### config.mk
export PLATFORM = sky130hd
export DESIGN_NAME = lkpc_fifo
export DESIGN_NICKNAME = d
export VERILOG_FILES = /design/src/rtl/lkpc_fifo.sv
export SDC_FILE = /design/constraint.sdc
export NUM_CORES = 1
export LEC_CHECK = 0
export BUFFER_PORTS_ARGS = -buffer_cell sky130_fd_sc_hd__buf_4
export CORE_AREA = 3 3 40 42
export DETAILED_ROUTE_END_ITERATION = 8
export DIE_AREA = 0 0 43 45
export PLACE_DENSITY = 0.42
export RECOVER_POWER = 50
export SKIP_CTS_REPAIR_TIMING = 1
export SYNTH_ARGS = -nofsm -noshare
export SYNTH_HDL_FRONTEND = slang
export SYNTH_SLANG_ARGS = --single-unit
### constraint.sdc
create_clock -name i_clk -period 1.8 [get_ports i_clk]
set_clock_uncertainty 0.1 [all_clocks]
set_input_delay 0.09 -clock i_clk [delete_from_list [all_inputs] [get_ports i_clk]]
set_output_delay 0.09 -clock i_clk [all_outputs]
set_load 0.005 [all_outputs]
### src/rtl/lkpc_fifo.sv
// small first-in first-out queue of one packed type
module lkpc_fifo #(
    parameter type T     = logic,
    parameter int  DEPTH = 2
) (
    input  logic i_clk,
    input  logic i_rst_n,
    input  logic i_push,
    input  T     i_data,
    output logic o_full,
    input  logic i_pop,
    output logic o_empty,
    output T     o_data
);
    localparam int PW = (DEPTH > 1) ? $clog2(DEPTH) : 1;
    localparam int CW = $clog2(DEPTH + 1);

    T               r_mem [DEPTH];
    logic [PW-1:0]  r_wp;
    logic [PW-1:0]  r_rp;
    logic [CW-1:0]  r_cnt;
    logic           do_push;
    logic           do_pop;

    assign o_full  = (r_cnt == CW'(DEPTH));
    assign o_empty = (r_cnt == '0);
    assign o_data  = r_mem[r_rp];
    assign do_push = i_push && !o_full;
    assign do_pop  = i_pop && !o_empty;

    always_ff @(posedge i_clk) begin
        if (!i_rst_n) begin
            r_wp  <= '0;
            r_rp  <= '0;
            r_cnt <= '0;
        end else begin
            if (do_push) begin
                r_mem[r_wp] <= i_data;
                r_wp <= (r_wp == PW'(DEPTH - 1)) ? '0 : r_wp + 1'b1;
            end
            if (do_pop) begin
                r_rp <= (r_rp == PW'(DEPTH - 1)) ? '0 : r_rp + 1'b1;
            end
            if (do_push && !do_pop) begin
                r_cnt <= r_cnt + 1'b1;
            end else if (do_pop && !do_push) begin
                r_cnt <= r_cnt - 1'b1;
            end
        end
    end
endmodule

==> results.yml, run 1 <==
run_status:
  outcome: "completed"
layout:
  syn_to_final_growth_pct: 36.86
  final_core_utilization_pct: 31.45
  seq_area_um2: 160.2
  fill_cells: 138
  diodes: 0
  finish.net_count: 48
  multi_input_area_um2: 132.6
  drive_above_1_share_pct: 26.83
cts:
  clk_latency_ns: 0.24
  htreeDepth: 1
  clock-sinks: 7
  cts_buffers: 3
  clk_pin_slew_worst_paths_ns: 0.05
  cts_tree: "yes"
  cts_buffer_depth: 2
  cts-root-buf: "clkbuf_4"
worst_hold_path:
  min-delay-start: "i_rst_n"
  hold_path_class: "in2reg"
  min_delay_path_depth: 3
timing:
  fin_crit_sh_pct: 94.18
  max_freq_ghz: 0.5899
  tightestPinTransition_ns: 0.3024
  min_period_ns: 1.695
  max_slew_margin_pct: 79.62
  rsz0062_at_grt: "no"
  slew_violations: 0
  tns_ns: 0
  setup_viol: 0
  timing.final.hold_violations: 0
critical_path:
  rr_worst_depth: 4
  worstReg2RegEnd: "r_cnt[1]"
  r2r_setup_slack_ns: 0.10
  r2r_start: "r_cnt[0]"
  crit_type: "reg2reg"
  end_kind: "flip-flop"
  cp-start-kind: "flip-flop"
  worst-endpoint-required_ns: 1.88
  critical_path.endpoint: "r_cnt[1]"
  crit_fanout: 5
  crit_start: "r_cnt[0]"
  critPathArrivalTime_ns: 1.77
routing:
  via_count: 239
  routed_wl_um: 538
  ant_nets: 0
  drt_pass1_iterations: 2
  drtIter0Drc: 3
  wl_per_cell_um: 9.607
  post-route-drc-count: 0
  viasPerCell: 4.268
synthesis:
  ys_seq_elements: 7
  synthFlopType: "dfxtp_1"
  synthArstFlopShare_pct: 0
  ys_types: 13
  synth_compound_area_share_pct: 8.475
  synth-xor-area-share_pct: 8.898
  avgSynthCellArea_um2: 10.18
  synth_seq_area_share_pct: 54.24
  ys_warn_count: 0
  syn_area_um2: 295.3
  synth_mux_area_share_pct: 3.814
  synth_edf_count: 2
  syn_nets: 35
  synth_common_cells: "dfxtp_1 (5), nor2_1 (5), o21ai_0 (3), xor2_1 (3)"
  synth_fa_ha_area_share_pct: 4.237
  yosys.area.top_type: "dfxtp_1"
  synth_top_area_share_pct: 33.90
  syn_inst: 29
  synth_top_family_by_area: "simple AND/OR/NAND/NOR gates"
  synth_area_leaders: "dfxtp_1 (34%), edfxtp_1 (20%), xor2_1 (8.9%)"
  synth-simple-area-share_pct: 17.80
pwr:
  leakage_nw: 0.1760
  power_density_mw_per_mm2: 1487
  irDropWorstVdd_uv: 520.1
die:
  die-area_mm2: 0.001935
  num_rows: 13
  chipWidth_um: 43
  pin_count: 8
  initial_core_util_pct: 22.98
  coreArea_mm2: 0.001285
  die_height_um: 45
global_routing:
  grt-ovfl-total: 0
  grt_max_degree: 7
  grt_pass1_wl_um: 993
  antenna_found_initial: 0
  grt_pass1_vias: 243
  grt_usage_pct: 7.454
placed_design:
  gp_congestion: 0.7523
  hpwl_um: 425.4
  port_buffers: 7
run:
  drv_cap: 0
-- routing by layer --
| metal | GRT usage [%] | routed length [um] | part of all wire, % |
|---|---|---|---|
| met1 | 7.353 | 217 | 40 |
| met2 | 11.38 | 272 | 51 |
| met3 | 7.171 | 48 | 8.9 |
| met4 | 1.807 | 0 | 0 |
| met5 | 0 | 0 | 0 |
-- where the power goes --
group / switching, mW / internal (mW) / total (mW) / leakage (nW)
registers: 0.0381 / 0.208 / 0.246 / 0.0596
logic: 0.0959 / 0.122 / 0.218 / 0.101
clock network: 0.0531 / 0.0843 / 0.137 / 0.0150
total: 0.187 / 0.414 / 0.601 / 0.176
-- cell usage in the layout, fill, tap and decap left out, types with 2 or more instances in the layout --
| master | Yosys | routed |
|---|---|---|
| a21oi_1 | 2 | 2 |
| buf_4 | 0 | 5 |
| clkbuf_1 | 0 | 2 |
| clkbuf_4 | 0 | 4 |
| dfxtp_1 | 5 | 5 |
| edfxtp_1 | 2 | 2 |
| inv_1 | 2 | 2 |
| nor2_1 | 5 | 5 |
| o21ai_0 | 3 | 3 |
| or3_1 | 2 | 2 |
| xor2_1 | 3 | 3 |
-- final cells by class --
class | count | share of cell area (%)
Multi-Input combinational cell | 20 | 32.82
Sequential cell | 7 | 39.63
Inverter | 2 | 1.858
Timing Repair Buffer | 8 | 14.55
Tap cell | 15 | 4.644
Clock buffer | 4 | 6.502
-- worst min-delay path by stage --
stage | endpoint | slack (ns)
detailed placement | r_mem[0] | 0.18
global route | r_cnt[0] | 0.07
floorplan | r_mem[0] | 0.09
global placement | r_mem[0] | 0.18
finish | r_cnt[0] | 0.05
CTS | r_mem[1] | -0.08
-- per-stage QoR --
step / instances / area, um^2 / hold slack (ns) / total power [mW] / worst slack, ns
after floorplan: 29 / 295.3 / 0.08887 / 0.3785 / 0.2119
after global placement: 51 / 366.6 / 0.1770 / 0.4490 / 0.1552
after detailed placement: 51 / 366.6 / 0.1847 / 0.4576 / 0.1100
after CTS: 55 / 392.9 / -0.07608 / 0.6009 / 0.09990
after global routing: 56 / 404.1 / 0.07070 / 0.6687 / 0.003337
final: 56 / 404.1 / 0.05104 / 0.6011 / 0.1047
-- critical path, cell delays in order, from the launching register on --
cell and delay [ns]:
dfxtp_1 0.37, o21ai_0 0.31, ha_1 0.32, or3_1 0.38, a21oi_1 0.14
-- logic make-up (layout without fill, tap and decap cells) --
logic type | after synthesis | count (layout)
AOI/OAI and AO/OA | 5 | 5
adders and majority gates | 1 | 1
and+or+nand+nor | 10 | 10
buffers and inverters | 2 | 14
muxes | 1 | 1
DFF | 7 | 7
xor gates and xnor gates | 3 | 3
(Power assumes the default switching activity.)
==> inputs of run 2 (changes only) <==
--- a/config.mk
+++ b/config.mk
@@ -5,11 +5,12 @@
 export SDC_FILE = /design/constraint.sdc
 export NUM_CORES = 1
 export LEC_CHECK = 0
+export ABC_AREA = 1
 export BUFFER_PORTS_ARGS = -buffer_cell sky130_fd_sc_hd__buf_4
 export CORE_AREA = 3 3 40 42
 export DETAILED_ROUTE_END_ITERATION = 8
 export DIE_AREA = 0 0 43 45
-export PLACE_DENSITY = 0.42
+export PLACE_DENSITY = 0.46
 export RECOVER_POWER = 50
 export SKIP_CTS_REPAIR_TIMING = 1
 export SYNTH_ARGS = -nofsm -noshare
==> run 2 against run 1 <==
Against the previous run:
- clock power is 7% higher
- sequential share of layout area is 4.5 points lower
- routed wire length is 10% higher
- core utilization is 4.0 points higher
- register-to-register slack better by 0.17 ns
- cell area is 13% higher
- first-iteration DRC count is 33% lower
- synthesized cell count is 48% higher
- final cell count is 27% higher
- die area stayed put
- count of clock-buffer cells in the layout stayed put
- critical path depth is 5 higher
- critical endpoint unchanged
- largest cell class unchanged
==> results.yml, run 2 <==
cts:
  htreeDepth: 1
  cts_buffers: 3
  cts_tree: "yes"
  clock-sinks: 7
  cts-root-buf: "clkbuf_4"
  cts_buffer_depth: 2
  clk_latency_ns: 0.25
  clk_pin_slew_worst_paths_ns: 0.05
layout:
  syn_to_final_growth_pct: 32.85
  finish.net_count: 63
  diodes: 0
  drive_above_1_share_pct: 28.57
  final_cell_mix: "inv_1 (9), nor2_1 (7), nand2_1 (7)"
  final_common_cell: "inv_1"
critical_path:
  cp_slowest_cell: "dfxtp_1"
  cp-start-kind: "flip-flop"
  worstReg2RegEnd: "r_cnt[1]"
  r2r_start: "r_cnt[0]"
  critPathArrivalTime_ns: 1.62
  crit_type: "reg2reg"
  crit_chain: "nor2_1, nor2_2, inv_1, ha_1, inv_1, nand3_1, nand2_1, inv_1, nor2_1"
  crit_start: "r_cnt[0]"
  rr_worst_depth: 9
  path_common_cell: "inv_1"
  crit_fanout: 7
  end_kind: "flip-flop"
  worst-endpoint-required_ns: 1.89
  crit_path_max_incr_delay_ns: 0.43
  r2r_setup_slack_ns: 0.27
synthesis:
  syn_nets: 49
  synthArstFlopShare_pct: 0
  synth_fa_ha_area_share_pct: 3.650
  synthMostInstantiatedCell: "inv_1"
  syn_inst: 43
  syn_area_um2: 342.8
  synth_common_cells: "inv_1 (9), nand2_1 (7), dfxtp_1 (5), nor2_1 (5), nor2_2 (3)"
  synth-simple-area-share_pct: 28.47
  synth-xor-area-share_pct: 0
  ys_warn_count: 0
  yosys.area.top_type: "dfxtp_1"
  synth_seq_area_share_pct: 46.72
  synthFlopType: "dfxtp_1"
  ys_seq_elements: 7
  synth_top_area_share_pct: 29.20
  synth_top_family_by_area: "simple AND/OR/NAND/NOR gates"
  synth_edf_count: 2
  synth_mux_area_share_pct: 3.285
  synth_area_leaders: "dfxtp_1 (29%), edfxtp_1 (18%), inv_1 (9.9%)"
  avgSynthCellArea_um2: 7.973
  ys_types: 18
  synth_compound_area_share_pct: 6.934
die:
  chipWidth_um: 43
  num_rows: 13
  pin_count: 8
  initial_core_util_pct: 26.68
  coreArea_mm2: 0.001285
  die_height_um: 45
  die-area_mm2: 0.001935
pwr:
  leakage_nw: 0.2153
  irDropWorstVdd_uv: 687.0
  finalPower_mw: 0.6405
  power_density_mw_per_mm2: 1406
timing:
  slew_violations: 0
  rsz0062_at_grt: "no"
  tightestPinTransition_ns: 0.2520
  worst_slack_ns: 0.2720
  max_slew_margin_pct: 83.14
  fin_crit_sh_pct: 84.89
  whs_ns: 0.05400
  tns_ns: 0
  setup_viol: 0
  timing.final.hold_violations: 0
  max_freq_ghz: 0.6544
  min_period_ns: 1.528
global_routing:
  grt.met2_usage_pct: 11.38
  grt_pass1_vias: 268
  use_met1_pct: 8.049
  grt_busiest_layer: "met2"
  antenna_found_initial: 0
  grt-ovfl-total: 0
  grt_max_degree: 8
  grt_usage_pct: 7.776
  met3_usage_pct: 7.570
  grt_pass1_wl_um: 1035
routing:
  drt_pass1_iterations: 2
  viasPerCell: 4.028
  post-route-drc-count: 0
  drtIter0Drc: 2
  ant_nets: 0
  wl_per_cell_um: 8.366
  via_count: 286
  routed_wl_um: 594
run:
  drv_cap: 0
placed_design:
  gp_congestion: 0.6842
  port_buffers: 7
  place_ws_ns: 0.2819
  hpwl_um: 455.3
worst_hold_path:
  min-delay-start: "i_push"
  min_delay_path_depth: 4
  min_to: "r_wp"
  hold_path_class: "in2reg"
run_status:
  outcome: "completed"
## run 2: cell types whose count changed in the layout (fill, tap and decap cells not counted), sizes merged, moves of 2 or more
cell | before | now
or3 | 2 | 0
inv | 2 | 10
nand2 | 0 | 8
nor2 | 5 | 9
xor2 | 3 | 0
## run 2: cell type report
type	count	area, um^2
sequential	7	160.2
clock buffer	4	26.28
multi-input combinational	26	140.1
inverter	10	37.54
fill	133	829.5
timing repair buffer	9	72.57
tap	15	18.77
## run 2: stage by stage
stage	instances	instance area, um^2	util (%)
2_1_floorplan	43	342.8	-
3_3_place_gp	65	414.1	32.23
3_5_place_dp	65	414.1	32.23
4_1_cts	69	440.4	34.27
5_1_grt	71	455.4	35.44
6_report	71	455.4	35.44
## run 2: kinds of logic (layout without fill, tap and decap cells)
| logic type | Yosys count | after routing |
|---|---|---|
| AO/OA/AOI/OAI | 4 | 4 |
| adder cells (fa/ha/maj) | 1 | 1 |
| flip-flops | 7 | 7 |
| multiplexers | 1 | 1 |
| AND/OR/NAND/NOR | 20 | 20 |
| buffers and inverters | 10 | 23 |
## run 2: power by group
group	switching (mW)	internal [mW]	leakage [nW]	total, mW
Clock	0.0610	0.0848	0.0150	0.146
Sequential	0.0338	0.206	0.0598	0.240
Combinational	0.140	0.114	0.141	0.255
## run 2: layer usage
metal  vias to the layer above  part of all wire [%]  wire (um)
met1                       120                    47        280
met4                         0                   1.0          6
met5                         -                     0          0
met2                         7                    42        252
met3                         2                   9.3         55
li1                        157                     -          -
## run 2: how the worst max path moves through the flow
| stage | end | slack (ns) | cells past startpoint |
|---|---|---|---|
| floorplan | r_cnt[1] | 0.42 | 9 |
| global placement | r_cnt[1] | 0.30 | 9 |
| detailed placement | r_cnt[1] | 0.28 | 9 |
| CTS | r_cnt[1] | 0.26 | 9 |
| global route | r_cnt[1] | 0.11 | 9 |
| finish | r_cnt[1] | 0.27 | 9 |
## run 2: critical path: cells and delay by family (launching register included)
kind | cells | cell delay (ns)
buf+inv | 3 | 0.19
fa+ha+maj | 1 | 0.26
simple gates | 5 | 0.47
flops | 1 | 0.43
==> inputs of run 3 (changes only) <==
==> constraint.sdc (replaced) <==
create_clock -name i_clk -period 1.5 [get_ports i_clk]
set_clock_uncertainty 0.1 [all_clocks]
set_input_delay 0.075 -clock i_clk [delete_from_list [all_inputs] [get_ports i_clk]]
set_output_delay 0.075 -clock i_clk [all_outputs]
set_load 0.005 [all_outputs]
==> run 3 against run 2 <==
Against the previous run:
- count of clock-buffer cells in the layout stayed put
- first-iteration DRC count stayed put
- die area stayed put
- routed wire length is 2.4% lower
- combinational power is 41% higher
- worst hold slack better by 0.034 ns
- flip-flop and latch count stayed put
- final cell count is 2.8% higher
- clock power is 18% higher
- largest cell class unchanged
- largest power group unchanged
==> results.yml, run 3 (synthesis results as in run 2) <==
timing:
  fin_crit_sh_pct: 90.61
  max_freq_ghz: 0.7358
  timing.final.hold_violations: 0
  setup_viol: 0
  slew_violations: 0
  tns_ns: 0
  rsz0062_at_grt: "no"
  max_slew_margin_pct: 85.09
  tightestPinTransition_ns: 0.2213
  min_period_ns: 1.359
routing:
  routed_wl_um: 580
  wl_per_cell_um: 7.945
  via_count: 293
  drt_pass1_iterations: 4
  post-route-drc-count: 0
  ant_nets: 0
  drtIter0Drc: 2
  viasPerCell: 4.014
critical_path:
  crit_fanout: 4
  worst-endpoint-required_ns: 1.59
  rr_worst_depth: 9
  cp-start-kind: "flip-flop"
  critPathArrivalTime_ns: 1.45
  end_kind: "flip-flop"
  crit_type: "reg2reg"
placed_design:
  hpwl_um: 442.6
  gp_congestion: 0.6879
  port_buffers: 7
cts:
  htreeDepth: 1
  clock-sinks: 7
  clk_latency_ns: 0.25
  cts-root-buf: "clkbuf_4"
  cts_buffers: 3
  cts_tree: "yes"
  clk_pin_slew_worst_paths_ns: 0.05
  cts_buffer_depth: 2
run_status:
  outcome: "completed"
global_routing:
  grt-ovfl-total: 0
  grt_pass1_vias: 246
  antenna_found_initial: 0
  grt_usage_pct: 7.293
  grt_max_degree: 5
  grt_pass1_wl_um: 952
die:
  coreArea_mm2: 0.001285
  chipWidth_um: 43
  pin_count: 8
  initial_core_util_pct: 26.68
  num_rows: 13
  die-area_mm2: 0.001935
  die_height_um: 45
pwr:
  clock_power_share_pct: 20.7
  power_density_mw_per_mm2: 1717
  p_int_mw: 0.5348
  share_seq_of_total_power_pct: 36.1
  finalPower_mw: 0.8337
  switching_share_pct: 35.85
  switchingPower_mw: 0.2989
  p_comb_share_pct: 43.2
  irDropWorstVdd_uv: 694.8
  leakage_nw: 0.2273
layout:
  finish.net_count: 65
  syn_to_final_growth_pct: 41.61
  final_common_cell: "inv_1"
  diodes: 0
  drive_above_1_share_pct: 37.93
  final_cell_mix: "inv_1 (9), buf_4 (8), nand2_1 (7), nor2_1 (5), clkbuf_4 (4)"
run:
  drv_cap: 0
worst_hold_path:
  hold_path_class: "in2reg"
  min_delay_path_depth: 4
run 3: cell count changes in the layout (fill, tap and decap cells not counted), sizes merged:
cell,delta
buf,+3
clkbuf,-1
run 3: area by class of cell:
| type | instances | area (um^2) |
|---|---|---|
| timing repair buffer | 11 | 87.58 |
| multi-input combinational | 26 | 150.1 |
| sequential | 7 | 165.2 |
| tap | 15 | 18.77 |
| clock buffer | 4 | 26.28 |
| inverter | 10 | 37.54 |
| fill | 139 | 799.5 |
run 3: power by group through the flow:
stage	combinational [mW]	clock (mW)	sequential, mW
floorplan	0.221	0	0.290
global placement	0.349	0	0.292
detailed placement	0.353	0	0.291
CTS	0.355	0.183	0.287
global route	0.416	0.189	0.305
finish	0.360	0.173	0.301
run 3: per-layer routing:
metal	share of wire [%]	vias to the layer above	GRT usage [%]	wire length, um
met1	49	123	8.108	283
met4	1.0	0	3.614	6
met2	43	6	9.581	247
li1	-	162	-	-
met3	7.2	2	6.375	42
met5	0	-	0	0
run 3: worst max-delay path: stages (launching register included):
cell and delay [ns]:
dfxtp_2 0.35, inv_2 0.06, nor2_4 0.11, nor2_4 0.04, ha_1 0.28, inv_1 0.10
nand3_1 0.08, nand2_1 0.06, inv_1 0.04, nor2_1 0.08
run 3: stage by stage:
step	utilization [%]	setup slack [ns]	hold slack, ns	instances	cell area [um^2]
after CTS	35.44	0.05018	-0.09804	71	455.4
after detailed placement	33.40	0.07035	0.1673	67	429.2
after global routing	37.78	0.009684	0.1095	73	485.5
after floorplan	-	0.1203	0.07387	43	342.8
final	37.78	0.1409	0.08791	73	485.5
after global placement	33.40	0.07776	0.1677	67	429.2
run 3: worst paths after layout:
path                            startpoint       end  slack, ns
worst max register to register    r_cnt[1]  r_cnt[1]       0.14
worst min-delay path                i_push      r_wp       0.09
worst max-delay path              r_cnt[1]  r_cnt[1]       0.14
worst min register to register        r_wp      r_wp       0.38
