$ cat src/rtl/lkpc_pkg.sv
// shared types, constants and codes of the lru keyed packet cache
package lkpc_pkg;

    localparam int ENTRIES_DEF   = 64;
    localparam int MAX_BYTES_DEF = 512;
    localparam int KEY_WIDTH_DEF = 32;
    localparam int CMD_DEPTH     = 2;
    localparam int RES_DEPTH     = 4;

    localparam logic [1:0] REQ_PUT    = 2'd0;
    localparam logic [1:0] REQ_GET    = 2'd1;
    localparam logic [1:0] REQ_PEEK   = 2'd2;
    localparam logic [1:0] REQ_REMOVE = 2'd3;

    localparam logic [1:0] MODE_LEN = 2'd1;

    localparam logic [1:0] ST_OK        = 2'd0;
    localparam logic [1:0] ST_MISS      = 2'd1;
    localparam logic [1:0] ST_TOO_LARGE = 2'd2;
    localparam logic [1:0] ST_BUF_SMALL = 2'd3;

    typedef struct packed {
        logic [1:0]  req_type;
        logic [31:0] key;
        logic [9:0]  pkt_len;
        logic [63:0] data_word;
        logic        last;
        logic [1:0]  copy_mode;
        logic [9:0]  buf_capacity;
    } t_in;

    typedef struct packed {
        logic [1:0]  status;
        logic [9:0]  out_len;
        logic [63:0] read_word;
        logic        last_result;
        logic [6:0]  entry_count;
    } t_out;

    typedef enum logic [2:0] {
        OP_PUT_WORD,
        OP_PUT_END,
        OP_GET,
        OP_PEEK,
        OP_REMOVE
    } t_op;

    typedef struct packed {
        t_op         op;
        logic [31:0] key;
        logic [9:0]  len;
        logic [63:0] word;
        logic        too_large;
        logic        copy;
        logic        len_only;
        logic [9:0]  cap;
    } t_cmd;

endpackage

$ cat src/rtl/lkpc_fifo.sv
// small first-in first-out queue of one packed type
module lkpc_fifo #(
    parameter type T     = logic,
    parameter int  DEPTH = 2
) (
    input  logic i_clk,
    input  logic i_rst_n,
    input  logic i_push,
    input  T     i_data,
    output logic o_full,
    input  logic i_pop,
    output logic o_empty,
    output T     o_data
);
    localparam int PW = (DEPTH > 1) ? $clog2(DEPTH) : 1;
    localparam int CW = $clog2(DEPTH + 1);

    T               r_mem [DEPTH];
    logic [PW-1:0]  r_wp;
    logic [PW-1:0]  r_rp;
    logic [CW-1:0]  r_cnt;
    logic           do_push;
    logic           do_pop;

    assign o_full  = (r_cnt == CW'(DEPTH));
    assign o_empty = (r_cnt == '0);
    assign o_data  = r_mem[r_rp];
    assign do_push = i_push && !o_full;
    assign do_pop  = i_pop && !o_empty;

    always_ff @(posedge i_clk) begin
        if (!i_rst_n) begin
            r_wp  <= '0;
            r_rp  <= '0;
            r_cnt <= '0;
        end else begin
            if (do_push) begin
                r_mem[r_wp] <= i_data;
                r_wp <= (r_wp == PW'(DEPTH - 1)) ? '0 : r_wp + 1'b1;
            end
            if (do_pop) begin
                r_rp <= (r_rp == PW'(DEPTH - 1)) ? '0 : r_rp + 1'b1;
            end
            if (do_push && !do_pop) begin
                r_cnt <= r_cnt + 1'b1;
            end else if (do_pop && !do_push) begin
                r_cnt <= r_cnt - 1'b1;
            end
        end
    end
endmodule

$ cat src/rtl/lkpc_front.sv
// front end: accepts requests, classifies them and queues commands
module lkpc_front #(
    parameter int MAX_BYTES = lkpc_pkg::MAX_BYTES_DEF
) (
    input  logic            i_clk,
    input  logic            i_rst_n,
    input  logic            i_push,
    input  lkpc_pkg::t_in   i_item,
    output logic            o_full,
    input  logic            i_cmd_pop,
    output logic            o_cmd_valid,
    output lkpc_pkg::t_cmd  o_cmd
);
    lkpc_pkg::t_cmd cmd;
    logic           empty;

    always_comb begin
        cmd.key       = i_item.key;
        cmd.len       = i_item.pkt_len;
        cmd.word      = i_item.data_word;
        cmd.too_large = (i_item.pkt_len > 10'(MAX_BYTES));
        cmd.copy      = i_item.copy_mode[1];
        cmd.len_only  = (i_item.copy_mode == lkpc_pkg::MODE_LEN);
        cmd.cap       = i_item.buf_capacity;
        case (i_item.req_type)
            lkpc_pkg::REQ_PUT:  cmd.op = i_item.last ? lkpc_pkg::OP_PUT_END
                                                     : lkpc_pkg::OP_PUT_WORD;
            lkpc_pkg::REQ_GET:  cmd.op = lkpc_pkg::OP_GET;
            lkpc_pkg::REQ_PEEK: cmd.op = lkpc_pkg::OP_PEEK;
            default:            cmd.op = lkpc_pkg::OP_REMOVE;
        endcase
    end

    lkpc_fifo #(
        .T     (lkpc_pkg::t_cmd),
        .DEPTH (lkpc_pkg::CMD_DEPTH)
    ) u_cmd_q (
        .i_clk   (i_clk),
        .i_rst_n (i_rst_n),
        .i_push  (i_push),
        .i_data  (cmd),
        .o_full  (o_full),
        .i_pop   (i_cmd_pop),
        .o_empty (empty),
        .o_data  (o_cmd)
    );

    assign o_cmd_valid = !empty;
endmodule

$ cat config.mk
export PLATFORM = sky130hd
export DESIGN_NAME = lkpc_front
export DESIGN_NICKNAME = d
export VERILOG_FILES = /design/src/rtl/lkpc_pkg.sv /design/src/rtl/lkpc_fifo.sv /design/src/rtl/lkpc_front.sv
export SDC_FILE = /design/constraint.sdc
export NUM_CORES = 1
export LEC_CHECK = 0
export BUFFER_PORTS_ARGS = -buffer_cell sky130_fd_sc_hd__buf_2
export CORE_MARGIN = 2
export CORE_UTILIZATION = 50
export CTS_CLUSTER_SIZE = 40
export DETAILED_ROUTE_END_ITERATION = 10
export HOLD_SLACK_MARGIN = 0.08
export PLACE_DENSITY = 0.87
export SYNTH_ARGS = -nofsm -noshare
export SYNTH_HDL_FRONTEND = slang
export SYNTH_SLANG_ARGS = --single-unit
$ cat constraint.sdc
create_clock -name i_clk -period 36 [get_ports i_clk]
set_input_delay 7.2 -clock i_clk [delete_from_list [all_inputs] [get_ports i_clk]]
set_output_delay 7.2 -clock i_clk [all_outputs]
set_load 0.01 [all_outputs]
==> results of run 1 <==
cell usage after synthesis, drive strengths merged:
cell and instances:
a21boi 2, a31oi 1, and2 3, and3 1
buf 14, dfxtp 5, edfxtp 244, ha 3
inv 4, mux2 122, nand3 1, nor2 2
nor2b 2, nor3 1, nor4 1, nor4b 1
o21ai 4, or2 1, or3 2, xnor2 2
xor2 1
final cells by class:
cell class                 count  share of cell area
clock inverter                14              0.0113
multi-input combinational    150               0.161
sequential                   249               0.637
timing repair buffer         252               0.109
clock buffer                  28              0.0546
inverter                       4             0.00129
tap                          234              0.0251
critical path: stages (launching register included):
cell and delay [ns]:
dfxtp_4 0.97, buf_4 0.90, mux2_2 0.44, buf_2 0.16
report_power, final:
group / total [mW] / leakage (nW) / switching [mW] / internal [mW]
clock: 0.242 / 0.380 / 0.101 / 0.141
sequential: 0.363 / 2.28 / 0.0180 / 0.345
combinational: 0.170 / 1.82 / 0.0783 / 0.0921
total: 0.776 / 4.48 / 0.197 / 0.579
per-layer routing:
layer / GRT usage / up-vias / share of wire / routed length, um
li1: - / 2179 / - / -
met3: 0.0412 / 32 / 0.076 / 1340
met4: 0.0484 / 2 / 0.021 / 365
met2: 0.297 / 213 / 0.51 / 8980
met5: 0 / - / 0.00074 / 13
met1: 0.207 / 2325 / 0.39 / 6930
flip-flops by register name (all words and copies together), names as in the netlist, named ones only:
register       cells
u_cmd_q.r_rp       1
u_cmd_q.r_mem    244
u_cmd_q.r_wp       1
u_cmd_q.r_cnt      2
kinds of logic after synthesis:
logic type | count (synthesis) | share of synthesized area
mux | 122 | 0.177
xor+xnor | 3 | 0.00278
fa+ha+maj | 3 | 0.00398
buf+inv | 18 | 0.0150
simple gates | 15 | 0.00968
flops | 249 | 0.787
compound gates | 7 | 0.00437
metrics by stage:
step / cell area [um2] / std cells
after floorplan: 9440 / 417
after global placement: 10900 / 889
after detailed placement: 10900 / 889
after CTS: 11700 / 931
after global routing: 11700 / 931
final: 11700 / 931
worst paths after layout:
path / slack (ns) / depth (start not counted) / endpoint
hold / removal: 0.52 / 2 / u_cmd_q.r_wp$_SDFFE_PN0P_
hold reg to reg: 0.52 / 2 / u_cmd_q.r_wp$_SDFFE_PN0P_
setup / recovery: 25.65 / 3 / o_cmd[105]
setup reg to reg: 33.32 / 4 / u_cmd_q.r_mem[1][107]$_DFFE_PP_
==> qor.txt, run 1 <==
hpwl dp -> 11700 um
period utilization -> 0.287
Util after Layout -> 0.625
peak supply drop -> 0.0000520 V
DRC -> 0
clk_lat worst skew -> 0.51 ns
status -> completed
Layout Nets -> 810
FF+latch area -> 7430 um2
I/O Buffers -> 248
RSZ-0062 raised after global routing -> no
largest net degree at the start of global routing -> 69
row count -> 50
startpoint types -> flop
clk buf depth -> 3
# diodes -> 0
final WL -> 17600 um
TritonCTS Sinks -> 249
postcts setup bufs -> 0
commonest non-fill, non-tap cells in the layout -> buf_2, edfxtp_1, mux2_4, mux2_2, clkbuf_16
total chip power -> 0.776 mW
vias in the first global route -> 5063
via count -> 4751
most common cell after layout, fill and taps aside -> buf_2
Pleak -> 4.48 nW
Clock Pin Slew Worst Setup and Hold Paths -> 0.06 ns
setup TNS -> 0 ns
#FFs+latches synth -> 249
first-pass GRT wire length -> 26300 um
DRT Pass-1 Iters -> 4
WP data arrival -> 3.15 ns
die area -> 20000 um2
area grow syn2layout -> 23.5%
Synth cell types -> 25
footprint of the multi-input gates -> 1880 um2
vias per std cell -> 5.10
worst min path class -> flop to flop
Final Wtd Congestion -> 0.721
Avg Synthesized Cell Area -> 22.6 um2
aggregate global-route resource usage -> 0.168
total of max-cap violations -> 0
initial DRC count -> 281
setup slack after layout -> 25.65 ns
layout cells sized above 1 -> 0.597
WHS -> 0.519 ns
fin crit period -> 10.35 ns
CTS Hold Bufs -> 0
Starting Density -> 0.506
Warnings, synthesis -> 0
sequential area share after synthesis -> 0.787
Final ANT Viol Nets -> 0
setup slack at placement -> 26.19 ns
top cell type's share of synthesized area -> 0.776
Critical Path RT -> 28.80 ns
Critical Path Sink Type -> output pin
WL/cell -> 18.9 um
hold path start -> u_cmd_q.r_wp$_SDFFE_PN0P_
Max-Slew Margin vs Limit -> 0.284
initial antenna violation count -> 1
final hold vios -> 0
f_max -> 96.6 MHz
worst-path maximum fanout -> 64
Crit Path Class -> flop to output pin
Layout Skew -> 0.0166 ns
Mapped Nets -> 545
global route overflow -> 0
pwr dens -> 66.5 nW/um2
TritonCTS Buffers -> 25
Slew @ Worst Pin -> 1.07 ns
Die Span X -> 141 um
Ports -> 249
post-CTS sizing -> 0
core footprint -> 18600 um2
Die Y -> 141 um
Yosys top cell by area -> edfxtp_1
Final Slew Violations -> 0
Worst R2R Start -> u_cmd_q.r_cnt[0]$_SDFFE_PN0P_
Area contributors post-synth -> edfxtp_1, mux2_4, mux2_2
CTS H-Tree Depth -> 1
CTS tree -> built
Filler Cell Count -> 1290
Clock Tree Root -> clkbuf_16
Syn Inst Count -> 417
Setup violations, final -> 0
cell area after synthesis -> 9440 um2
Note: power is estimated with default switching activity, not from simulation.
==> run 2, diff against run 1 <==
--- a/config.mk
+++ b/config.mk
@@ -7,11 +7,11 @@
 export LEC_CHECK = 0
 export BUFFER_PORTS_ARGS = -buffer_cell sky130_fd_sc_hd__buf_2
 export CORE_MARGIN = 2
-export CORE_UTILIZATION = 50
+export CORE_UTILIZATION = 47
 export CTS_CLUSTER_SIZE = 40
 export DETAILED_ROUTE_END_ITERATION = 10
 export HOLD_SLACK_MARGIN = 0.08
-export PLACE_DENSITY = 0.87
+export PLACE_DENSITY = 0.86
 export SYNTH_ARGS = -nofsm -noshare
 export SYNTH_HDL_FRONTEND = slang
 export SYNTH_SLANG_ARGS = --single-unit
==> constraint.sdc (replaced) <==
create_clock -name i_clk -period 8.9 [get_ports i_clk]
set_input_delay 1.78 -clock i_clk [delete_from_list [all_inputs] [get_ports i_clk]]
set_output_delay 1.78 -clock i_clk [all_outputs]
set_load 0.01 [all_outputs]
==> run 2 against run 1 <==
  * Final cell count up 3.8%
  * Sequential cell count unchanged
  * Non-clock buffer count up 1
  * Utilization down 2.9 points
  * First-iteration DRC count down 7.8%
  * Critical path depth unchanged
  * Register-to-register slack worse by 27 ns
  * Final area up 0.25%
  * Combinational power rose to 4.1 times the previous value
==> qor.txt, run 2 (synthesis results as in run 1) <==
critical path's top delay family -> buffers and inverters
Top reg by flops -> u_cmd_q.r_mem
# diodes -> 0 (unchanged)
total of max-cap violations -> 0 (unchanged)
Design Area, Final -> 11700 um2 (+0.25%)
die area -> 21200 um2 (+6.2%)
Hold Crit Endpoint -> u_cmd_q.r_cnt[1]$_SDFFE_PN0P_
area grow syn2layout -> 23.8%
Worst R2R Start -> u_cmd_q.r_cnt[0]$_SDFFE_PN0P_
Clock Pin Slew Worst Setup and Hold Paths -> 0.06 ns (about the same)
row count -> 51 (+2.0%)
DRT Pass-1 Iters -> 4 (unchanged)
Crit Path Class -> flop to output pin
initial antenna violation count -> 3 (+2)
startpoint types -> flop
CP peak stage delay -> 0.78 ns (-0.19 ns)
TritonCTS Buffers -> 25 (unchanged)
worst-path maximum fanout -> 47 (-27%)
r2r endpoint -> u_cmd_q.r_mem[1][119]$_DFFE_PP_
commonest non-fill, non-tap cells in the layout -> buf_2, edfxtp_1, mux2_4, mux2_2, clkbuf_16
post-CTS sizing -> 0 (unchanged)
Critical Path RT -> 7.12 ns (-21.68 ns)
Post-Place Cell Area -> 10900 um2 (+0.50%)
setup TNS -> 0 ns (unchanged)
hold path start -> u_cmd_q.r_cnt[1]$_SDFFE_PN0P_
Die Span X -> 146 um (+3.1%)
Setup violations, final -> 0 (unchanged)
final hold vios -> 0 (unchanged)
hpwl dp -> 11300 um (-3.6%)
largest net degree at the start of global routing -> 67 (-2.9%)
vias per std cell -> 4.86 (-4.7%)
Ports -> 249 (unchanged)
Die Y -> 146 um (+3.1%)
Slowest-stage cell, CP -> buf_4
I/O Buffers -> 248 (unchanged)
most common cell after layout, fill and taps aside -> buf_2
Final Wtd Congestion -> 0.719 (-0.28%)
leading registers by flop count -> u_cmd_q.r_mem x244, u_cmd_q.r_cnt x2
clk_lat worst skew -> 0.50 ns (about the same)
reg2reg setup slack -> 6.22 ns (-27.10 ns)
CTS H-Tree Depth -> 1 (unchanged)
DRC -> 0 (unchanged)
first-pass GRT wire length -> 26200 um (-0.47%)
Final ANT Viol Nets -> 0 (unchanged)
aggregate global-route resource usage -> 0.157 (-0.0110)
hold path cells -> 2 (unchanged)
via count -> 4696 (-1.2%)
Crit path buffers/inverters -> 2 (unchanged)
core footprint -> 19600 um2 (+5.1%)
Max-Slew Margin vs Limit -> 0.387 (+0.104)
Final Slew Violations -> 0 (unchanged)
fin crit period -> 4.41 ns
period utilization -> 0.495
pwr dens -> 265 nW/um2 (+300%)
max reg flops -> 244 (unchanged)
f_max -> 227 MHz
Clock Tree Root -> clkbuf_16
layout cells sized above 1 -> 0.593 (-0.00341)
setup slack at placement -> 4.74 ns (-21.45 ns)
Layout Skew -> 0.00436 ns (-0.0122 ns)
Pleak -> 4.48 nW (about the same)
Critical Path Sink Type -> output pin
clk buf depth -> 3 (unchanged)
status -> completed
CTS Hold Bufs -> 0 (unchanged)
initial DRC count -> 259 (-7.8%)
setup slack after layout -> 4.49 ns (-21.16 ns)
postcts setup bufs -> 0 (unchanged)
WL/cell -> 17.8 um (-5.8%)
R2R cell count -> 4 (unchanged)
vias in the first global route -> 4872 (-3.8%)
final WL -> 17200 um (-2.2%)
crit path cell chain -> buf_4 > mux2_2 > buf_2
WP data arrival -> 2.63 ns (-0.52 ns)
Slew @ Worst Pin -> 0.919 ns (-0.155 ns)
global route overflow -> 0 (unchanged)
worst min path class -> flop to flop
WHS -> 0.531 ns (+0.0123 ns)
peak supply drop -> 0.000257 V (+390%)
Starting Density -> 0.482 (-0.0245)
RSZ-0062 raised after global routing -> no
Layout Nets -> 811 (+0.12%)
TritonCTS Sinks -> 249 (unchanged)
CTS tree -> built
Util after Layout -> 0.597 (-0.0288)
-- run 2: worst register-to-register path, stage by stage (launching register included) --
cell and delay, ns:
dfxtp_1 0.43, nor2b_2 0.11, nor2_1 0.15, and3_4 0.70, buf_4 0.87
-- run 2: metrics by stage --
stage / std cells / power (mW)
after floorplan: 417 / 1.97
after global placement: 921 / 2.17
after detailed placement: 921 / 2.19
after CTS: 966 / 3.14
after global routing: 966 / 3.23
final: 966 / 3.10
-- run 2: report_power, final --
part / internal [mW] / switching [mW]
registers: 1.40 / 0.0547
logic: 0.370 / 0.334
clock network: 0.544 / 0.404
-- run 2: metal layers --
metal	share of wire	routed length, um	track usage	vias up
met2	0.50	8680	0.275	202
met1	0.39	6700	0.190	2267
met5	0.00075	13	0	-
met4	0.024	408	0.0480	2
met3	0.083	1440	0.0439	36
li1	-	-	-	2189
-- run 2: final cells by class --
cell class	instances	area (um2)
clock inverter	14	93.8
fill	1443	7900
multi-input combinational	150	1890
clock buffer	31	648
timing repair buffer	253	1280
inverter	4	15.0
tap	265	332
sequential	249	7430
-- run 2: worst max-delay path by stage --
stage | endpoint | cells past startpoint | start | slack [ns]
final | o_cmd[93] | 3 | flop | 4.49
after global routing | o_cmd[93] | 3 | flop | 4.33
after CTS | o_cmd[93] | 3 | flop | 4.40
after detailed placement | u_cmd_q.r_mem[1][97]$_DFFE_PP_ | 5 | i_push | 4.74
after global placement | u_cmd_q.r_mem[1][77]$_DFFE_PP_ | 5 | i_push | 4.77
after floorplan | u_cmd_q.r_mem[0][0]$_DFFE_PP_ | 2 | i_push | 2.71
==> run 3, diff against run 2 <==
==> constraint.sdc (replaced) <==
create_clock -name i_clk -period 3.8 [get_ports i_clk]
set_input_delay 0.76 -clock i_clk [delete_from_list [all_inputs] [get_ports i_clk]]
set_output_delay 0.76 -clock i_clk [all_outputs]
set_load 0.01 [all_outputs]
==> run 3 against run 2 <==
  * Worst hold slack worse by 0.10 ns
  * Power up 140%
  * Sequential cell count unchanged
  * Utilization up 0.70 points
  * Combinational power up 150%
  * Final area up 1.2%
  * Final cell count up 0.52%
  * Clock-buffer cell count up 1
  * Clock skew up 0.0033 ns
  * Largest power group unchanged
==> qor.txt, run 3 (synthesis results as in run 1) <==
global route overflow -> 0 (unchanged)
Clk pwr share -> 0.317 (+0.011)
post-CTS sizing -> 0 (unchanged)
largest net degree at the start of global routing -> 102 (+52%)
leading registers by flop count -> u_cmd_q.r_mem x244, u_cmd_q.r_cnt x2
Sw Ratio -> 0.255 (-0.000855)
Pleak -> 4.53 nW (+1.1%)
peak supply drop -> 0.000381 V (+48%)
Die Y -> 146 um (unchanged)
Critical Path Sink Type -> output pin
Layout Nets -> 813 (+0.25%)
startpoint types -> flop
clk buf depth -> 3 (unchanged)
Seq pwr share -> 0.450 (-0.018)
Max-Slew Margin vs Limit -> 0.607 (+0.220)
Clock Pin Slew Worst Setup and Hold Paths -> 0.06 ns (about the same)
Die Span X -> 146 um (unchanged)
reg2reg setup slack -> 1.77 ns (-4.45 ns)
via count -> 4688 (-0.17%)
I/O Buffers -> 248 (unchanged)
initial antenna violation count -> 3 (unchanged)
most common cell after layout, fill and taps aside -> buf_2
setup TNS -> 0 ns (unchanged)
initial DRC count -> 275 (+6.2%)
aggregate global-route resource usage -> 0.152 (-0.00476)
WL/cell -> 17.2 um (-3.7%)
Crit Path Class -> flop to output pin
pwr dens -> 627 nW/um2 (+140%)
TritonCTS Buffers -> 26 (+4.0%)
CP peak stage delay -> 0.39 ns (-0.39 ns)
commonest non-fill, non-tap cells in the layout -> buf_2, edfxtp_1, mux2_4, mux2_2, clkbuf_16
met2 usage -> 0.270 (-0.00425)
first-pass GRT wire length -> 25500 um (-2.6%)
CTS H-Tree Depth -> 1 (unchanged)
total chip power -> 7.41 mW (+140%)
critical path's top delay family -> buffers and inverters
worst min path class -> primary input to flop
DRC -> 0 (unchanged)
combinational power share -> 0.233 (+0.006)
vias in the first global route -> 5002 (+2.7%)
Slowest-stage cell, CP -> mux2_2
vias per std cell -> 4.83 (-0.68%)
Starting Density -> 0.482 (unchanged)
DRT Pass-1 Iters -> 4 (unchanged)
postcts setup bufs -> 0 (unchanged)
Crit path buffers/inverters -> 2 (unchanged)
TritonCTS Sinks -> 249 (unchanged)
crit path cell chain -> buf_12 > mux2_2 > buf_2
die area -> 21200 um2 (unchanged)
Final ANT Viol Nets -> 0 (unchanged)
CTS tree -> built
RSZ-0062 raised after global routing -> no
Net Switching -> 1.89 mW (+140%)
Util after Layout -> 0.604 (+0.00696)
routing usage on met3 -> 0.0536 (+0.00972)
Clock Tree Root -> clkbuf_16
fin crit period -> 2.57 ns
row count -> 51 (unchanged)
period utilization -> 0.677
Layout Skew -> 0.00762 ns (+0.00325 ns)
max reg flops -> 244 (unchanged)
area grow syn2layout -> 25.3%
f_max -> 389 MHz
busiest layer in global routing -> met2
Final Wtd Congestion -> 0.703 (-2.3%)
CTS Hold Bufs -> 0 (unchanged)
worst-path maximum fanout -> 63 (+34%)
Slew @ Worst Pin -> 0.589 ns (-0.330 ns)
Top reg by flops -> u_cmd_q.r_mem
met1 usage -> 0.176 (-0.0143)
Final Slew Violations -> 0 (unchanged)
total of max-cap violations -> 0 (unchanged)
layout cells sized above 1 -> 0.596 (+0.00231)
final WL -> 16700 um (-3.2%)
final hold vios -> 0 (unchanged)
Filler Cell Count -> 1399 (-3.0%)
Critical Path RT -> 3.04 ns (-4.08 ns)
Setup violations, final -> 0 (unchanged)
Internal Power -> 5.52 mW (+140%)
hpwl dp -> 10900 um (-3.6%)
WP data arrival -> 1.81 ns (-0.82 ns)
WHS -> 0.431 ns (-0.0999 ns)
clk_lat worst skew -> 0.51 ns (about the same)
Ports -> 249 (unchanged)
core footprint -> 19600 um2 (unchanged)
status -> completed
-- run 3: cell count changes in the layout (fill, tap and decap cells not counted) --
cell       previous run  this run
buf_12                0         4
buf_4                 5         2
clkbuf_16            25        27
clkinv_1              3         5
clkinv_2              9         7
clkbuf_1              6         5
clkinv_4              0         1
diode_2               0         1
inv_1                 4         3
inv_12                0         1
inv_8                 0         1
-- run 3: per-stage QoR --
stage / setup slack [ns] / instance area (um2) / std cells
3_5_place_dp: 1.30 / 11000 / 922
3_3_place_gp: 1.36 / 11000 / 922
4_1_cts: 1.19 / 11800 / 970
5_1_grt: 1.14 / 11800 / 970
2_1_floorplan: -1.37 / 9470 / 417
6_report: 1.23 / 11800 / 971
-- run 3: cell type report --
type / count / area (um2) / area share
repair buffers: 254 / 1340 / 0.113
flip-flops and latches: 249 / 7430 / 0.628
well taps: 265 / 332 / 0.0280
clock buffers: 32 / 694 / 0.0587
inverters: 4 / 27.5 / 0.00233
diodes: 1 / 2.50 / 0.000212
multi-input cells: 150 / 1890 / 0.160
clock inverters: 16 / 111 / 0.00942
-- run 3: layer usage --
metal | vias to the layer above | part of all wire
li1 | 2193 | -
met1 | 2255 | 0.38
met2 | 204 | 0.51
met3 | 34 | 0.092
met4 | 2 | 0.023
met5 | - | 0.00042
-- run 3: worst paths after layout --
path | cells after the start | to | from
worst min-delay path | 1 | u_cmd_q.r_mem[1][27]$_DFFE_PP_ | i_item[27]
worst max register to register | 4 | u_cmd_q.r_mem[1][57]$_DFFE_PP_ | u_cmd_q.r_cnt[0]$_SDFFE_PN0P_
worst max-delay path | 3 | o_cmd[101] | flop
worst min register to register | 2 | u_cmd_q.r_cnt[1]$_SDFFE_PN0P_ | u_cmd_q.r_cnt[1]$_SDFFE_PN0P_
-- run 3: power by group through the flow --
stage / combinational (mW) / clock [mW] / sequential [mW]
floorplan: 1.22 / 0 / 3.38
global placement: 1.73 / 0 / 3.37
detailed placement: 1.75 / 0 / 3.39
CTS: 1.75 / 2.42 / 3.33
global route: 1.85 / 2.51 / 3.35
finish: 1.73 / 2.35 / 3.33
